<file path="src/design/rvr_pkg.sv">
// Package for the Rodrigues vector rotation block.
// Holds the shared widths, pipeline latencies, angle constants and the CORDIC arctangent table.
// Used by every module in the design folder; depends on nothing.
package rvr_pkg;

  localparam int COMPONENT_BITS_DEF = 16;
  localparam int CORDIC_STEPS_DEF   = 16;

  localparam int ANGLE_W = 16;
  localparam int UNIT_W  = 16;
  localparam int CS_W    = 20;

  localparam int NORM_LAT = 54;
  localparam int COMB_LAT = 6;

  localparam logic signed [UNIT_W-1:0] Q14_ONE = 16'sd16384;

  localparam logic signed [35:0] PI_Q30      = 36'sd3373259426;
  localparam logic signed [35:0] HALF_PI_Q30 = 36'sd1686629713;
  localparam logic signed [33:0] GAIN_Q30    = 34'sd652032874;

  function automatic logic [31:0] atan_q30(input int idx);
    logic [31:0] val;
    case (idx)
      0:       val = 32'h3243F6A8;
      1:       val = 32'h1DAC6705;
      2:       val = 32'h0FADBAFC;
      3:       val = 32'h07F56EA6;
      4:       val = 32'h03FEAB76;
      5:       val = 32'h01FFD55B;
      6:       val = 32'h00FFFAAA;
      7:       val = 32'h007FFF55;
      8:       val = 32'h003FFFEA;
      9:       val = 32'h001FFFFD;
      10:      val = 32'h000FFFFF;
      11:      val = 32'h0007FFFF;
      12:      val = 32'h0003FFFF;
      13:      val = 32'h0001FFFF;
      14:      val = 32'h0000FFFF;
      15:      val = 32'h00007FFF;
      16:      val = 32'h00003FFF;
      17:      val = 32'h00001FFF;
      18:      val = 32'h00000FFF;
      19:      val = 32'h000007FF;
      20:      val = 32'h000003FF;
      21:      val = 32'h000001FF;
      22:      val = 32'h000000FF;
      23:      val = 32'h0000007F;
      default: val = 32'h00000000;
    endcase
    return val;
  endfunction

endpackage

</file>
<file path="src/design/rvr_cordic.sv">
// Pipelined rotation-mode CORDIC giving cosine and sine of a Q2.13 angle in Q16.
// One range-reduction stage, one stage per iteration, one rounding stage.
// Depends on rvr_pkg.
module rvr_cordic import rvr_pkg::*; #(
  parameter int CORDIC_STEPS = CORDIC_STEPS_DEF
) (
  input  logic                   clk_i,
  input  logic                   en_i,
  input  logic [ANGLE_W-1:0]     angle_i,
  output logic signed [CS_W-1:0] cos_o,
  output logic signed [CS_W-1:0] sin_o
);

  localparam int ZW = 36;
  localparam int XW = 34;

  logic signed [XW-1:0] x_q [CORDIC_STEPS+1];
  logic signed [XW-1:0] y_q [CORDIC_STEPS+1];
  logic signed [ZW-1:0] z_q [CORDIC_STEPS+1];
  logic                 f_q [CORDIC_STEPS+1];
  logic signed [CS_W-1:0] cos_q, sin_q;

  logic signed [ZW-1:0] z0;
  assign z0 = ZW'($signed(angle_i)) <<< 17;

  always_ff @(posedge clk_i) begin
    if (en_i) begin
      x_q[0] <= GAIN_Q30;
      y_q[0] <= '0;
      if (z0 > HALF_PI_Q30) begin
        z_q[0] <= z0 - PI_Q30;
        f_q[0] <= 1'b1;
      end else if (z0 < -HALF_PI_Q30) begin
        z_q[0] <= z0 + PI_Q30;
        f_q[0] <= 1'b1;
      end else begin
        z_q[0] <= z0;
        f_q[0] <= 1'b0;
      end
    end
  end

  for (genvar i = 0; i < CORDIC_STEPS; i++) begin : g_step
    localparam logic signed [ZW-1:0] ATN = ZW'(atan_q30(i));
    always_ff @(posedge clk_i) begin
      if (en_i) begin
        if (z_q[i] >= 0) begin
          x_q[i+1] <= x_q[i] - (y_q[i] >>> i);
          y_q[i+1] <= y_q[i] + (x_q[i] >>> i);
          z_q[i+1] <= z_q[i] - ATN;
        end else begin
          x_q[i+1] <= x_q[i] + (y_q[i] >>> i);
          y_q[i+1] <= y_q[i] - (x_q[i] >>> i);
          z_q[i+1] <= z_q[i] + ATN;
        end
        f_q[i+1] <= f_q[i];
      end
    end
  end

  logic signed [XW-1:0] xf, yf;
  always_comb begin
    xf = f_q[CORDIC_STEPS] ? -x_q[CORDIC_STEPS] : x_q[CORDIC_STEPS];
    yf = f_q[CORDIC_STEPS] ? -y_q[CORDIC_STEPS] : y_q[CORDIC_STEPS];
  end

  always_ff @(posedge clk_i) begin
    if (en_i) begin
      cos_q <= CS_W'((xf + XW'(8192)) >>> 14);
      sin_q <= CS_W'((yf + XW'(8192)) >>> 14);
    end
  end

  assign cos_o = cos_q;
  assign sin_o = sin_q;

endmodule

</file>
<file path="config.mk">
export PLATFORM = sky130hd
export DESIGN_NAME = rvr_cordic
export DESIGN_NICKNAME = d
export VERILOG_FILES = /design/src/design/rvr_pkg.sv /design/src/design/rvr_cordic.sv
export SDC_FILE = /design/constraint.sdc
export NUM_CORES = 2
export LEC_CHECK = 0
export ABC_CLOCK_PERIOD_IN_PS = 17200
export BUFFER_PORTS_ARGS = -buffer_cell sky130_fd_sc_hd__buf_4
export CAP_MARGIN = 20
export CORE_ASPECT_RATIO = 0.6
export CORE_UTILIZATION = 55
export DETAILED_ROUTE_END_ITERATION = 10
export GPL_TIMING_DRIVEN = 0
export PLACE_DENSITY = 0.71
export SETUP_SLACK_MARGIN = 0.5
export SLEW_MARGIN = 20
export SYNTH_ARGS = -nofsm -noshare
export SYNTH_HDL_FRONTEND = slang
export SYNTH_SLANG_ARGS = --single-unit
</file>
<file path="constraint.sdc">
create_clock -name clk_i -period 17.2 [get_ports clk_i]
set_input_delay 1.72 -clock clk_i [delete_from_list [all_inputs] [get_ports clk_i]]
set_output_delay 1.72 -clock clk_i [all_outputs]
set_load 0.01 [all_outputs]
</file>
==> results.md <==
* FMAX at 0.102 GHz
* Grt ovf at 0
* WP data arrival at 10350 ps
* Die Ht at 378 um
* Clk buf depth at 4
* Routed wire length at 444000 um
* Largest net degree at the start of global routing at 59
* FP Rows at 137
* CTS tree: done
* Worst-Margin Slew at 1340 ps
* Crit path max fanout at 49
* Post-synthesis mux area share at 0.849%
* Clock root cell: clkbuf_16
* Worst path required time at 17790 ps
* DP HPWL at 360000 um
* Avg Synthesized Cell Area at 9.61 um2
* Synth Area in XOR/XNOR at 13.3%
* Clock latency on the worst-skew pair at 870 ps
* Max H-tree Level at 4
* RSZ-0062 raised after global routing: false
* Largest family of logic cells by synthesized area: compound AO/OA/AOI/OAI gates
* Kind of critical path: input port to flip-flop
* PostCTS Resize Cnt at 0
* First-pass GRT wire length at 647000 um
* Drt via density at 6.55
* Initial DRC Count at 14900
* Pins Over Slew Limit at 0
* Num CTS Buffers at 172
* RD Place Congestion at 1.06
* Placement Cell Area at 136000 um2
* Remaining antenna violation count after routing at 0
* Worst relative slew slack at 10.6%
* Total track usage at 36.1%
* CTS Hold Bufs at 0
* CP endpoint kind: flip-flop
* Synth Area in Compound Gates at 20.2%
* Fin crit share at 56.8%
* Avg WL per Cell at 25.9 um
* Filler Cells Inserted at 19800
* Antenna violations before repair at 54
* Share of post-route cells with drive strength above 1 at 4.77%
* Fin crit period at 9770 ps
* Residual DRC count at 0
* TritonCTS sink count at 1560
* Layout area overhead at 8.82%
* Die area at 238000 um2
* Register area share after synthesis at 36.1%
* R2R Setup Slk at 8900 ps
* Flop and latch count out of synthesis at 1560
* Number of synthesized flops with an enable pin at 1560
* Hold Path Class: flip-flop to flip-flop
* Setup crit start kind: input port
* Gate Count Post-Synth at 13500
* Drt pass-1 iters at 6
* Count of final setup violators at 0
* Register Area at 46800 um2
* Area leader, netlist: edfxtp_1
* Post-Synth Simple-Gate Area at 13.4%
* Final instance area at 141000 um2
* Post-CTS Setup Inserts at 0
* Util after Layout at 60.5%
* Adder-cell area share of the yosys netlist at 13.9%
* Via count at 112000
* Hold_sp: f_q[0][15]
* Die width at 629 um
* Yosys warnings at 0
* Final Skew at 50.5 ps
* Area contributors post-synth: edfxtp_1 36%, ha_1 13%, xnor2_1 9.1%, a21oi_1 4.8%, xor2_1 4.3%
* CP Launch Point: en_i
* Max-Cap Viols at 0
* FF-to-FF Start: z_q[6][35]
* Async S/R FF share, synth at 0%
* Primary FF master, synth: edfxtp_1
* Clock transition at the registers of the reported paths at 60 ps
* IO buf count at 52
* Vias in the first global route at 100000
* Setup TNS at 0 ps
* # nets final at 15200
* Post-synth top area share at 36.1%
* Syn nets at 14900
* I/O pins at 58
* Initial Utilization at 55.6%
* Hold Fails Final Rpt at 0
* Area of the multi-input gates at 80300 um2
* Core ar. at 233000 um2
* Outcome: completed
* Netlist cell types at 95
* Mapped Area at 130000 um2
==> cells in the final DEF, fill, tap and decap left out, types with 52 or more instances in the layout <==
cell and count:
o31ai_1 154, diode_2 78, buf_4 56, mux2_2 56
and3_1 107, nand2b_1 243, a21o_1 620, clkbuf_16 175
nand2_1 761, and2_1 69, o21ai_0 779, or3_1 99
o21bai_1 145, or2_2 69, a31oi_1 143, inv_1 528
nand4_1 86, o211ai_1 62, o21a_1 238, nor3_1 348
ha_1 1369, nor2_1 1100, xnor2_1 1316, nor2b_1 166
a211oi_1 128, o41ai_1 75, xor2_1 630, nor4_1 89
or4_1 52, edfxtp_1 1560, clkbuf_1 162, a21oi_1 1253
nand3_1 242
==> worst paths after layout <==
kind | to | cells past startpoint
setup / recovery | y_q[9][32] | 22
hold / removal | f_q[0][16] | 0
setup reg to reg | y_q[7][33] | 21
hold reg to reg | f_q[0][16] | 0
==> registers in the layout, summed over array words and instances (netlist names) <==
register,count
f_q,17
x_q,484
cos_o,20
z_q,508
y_q,511
sin_o,20
==> stage by stage <==
| step | hold WS [ps] | worst slack, ps | std cells |
|---|---|---|---|
| after floorplan | 400 | 10340 | 13500 |
| after global placement | 403 | 3150 | 16700 |
| after detailed placement | 405 | 6860 | 16700 |
| after CTS | 420 | 7740 | 17000 |
| after global routing | 424 | 7220 | 17100 |
| final | 418 | 7430 | 17100 |
==> synthesized netlist by cell type, types with 69 or more instances <==
cell type  count
inv_1        528
o21a_1       238
a21oi_1     1254
or2_2         69
ha_1        1369
or3_1         99
o31ai_1      155
and3_1       107
a21o_1       620
o21ai_0      780
xor2_1       634
nor4_1        95
and2_1        69
o21bai_1     145
nor2_1      1101
nand3_1      242
a31oi_1      143
a211oi_1     130
nand2_1      762
edfxtp_1    1560
nand4_1       86
nand2b_1     243
xnor2_1     1341
clkbuf_1     190
nor3_1       350
o41ai_1       77
nor2b_1      166
==> cells by family (layout without fill, tap and decap cells) <==
kind of cell               Yosys count  in the layout
and+or+nand+nor                   3576           3576
adders and majority gates         1416           1416
xor gates and xnor gates          1976           1976
muxes                              103            103
DFF                               1560           1560
AOI/OAI and AO/OA                 4093           4093
other                                0             78
buffers and inverters              778           1185
==> critical path, stage by stage <==
cell,delay [ps]
buf_4,390
buf_16,310
clkbuf_2,360
clkbuf_2,640
nand2_1,800
inv_1,470
clkbuf_1,520
clkbuf_1,910
nor2_1,120
xnor2_1,180
ha_1,330
a21oi_1,350
nor2_1,140
o31a_1,340
o311ai_2,670
a21oi_1,190
o221ai_1,390
a311oi_1,230
o21a_1,240
a21boi_0,420
mux2i_1,260
o2111ai_1,130
==> final cells by class <==
type,instances,share of cell area [%]
Timing Repair Buffer,111,1.07
Inverter,532,1.41
Multi-Input combinational cell,11200,56.9
Buffer,246,0.745
Antenna cell,78,0.138
Tap cell,3127,2.77
Clock inverter,103,0.660
Sequential cell,1560,33.2
Clock buffer,193,3.15
==> per-layer routing <==
metal	vias to the layer above	global-route usage, %	part of all wire [%]
met2	6409	39.3	32
met5	-	3.60	0.30
met3	498	19.6	18
met1	54200	58.5	48
met4	44	4.89	1.3
li1	51000	-	-
Power is not shown: default switching activity piles up to over one toggle a cycle in this logic, so the estimate is an artifact.
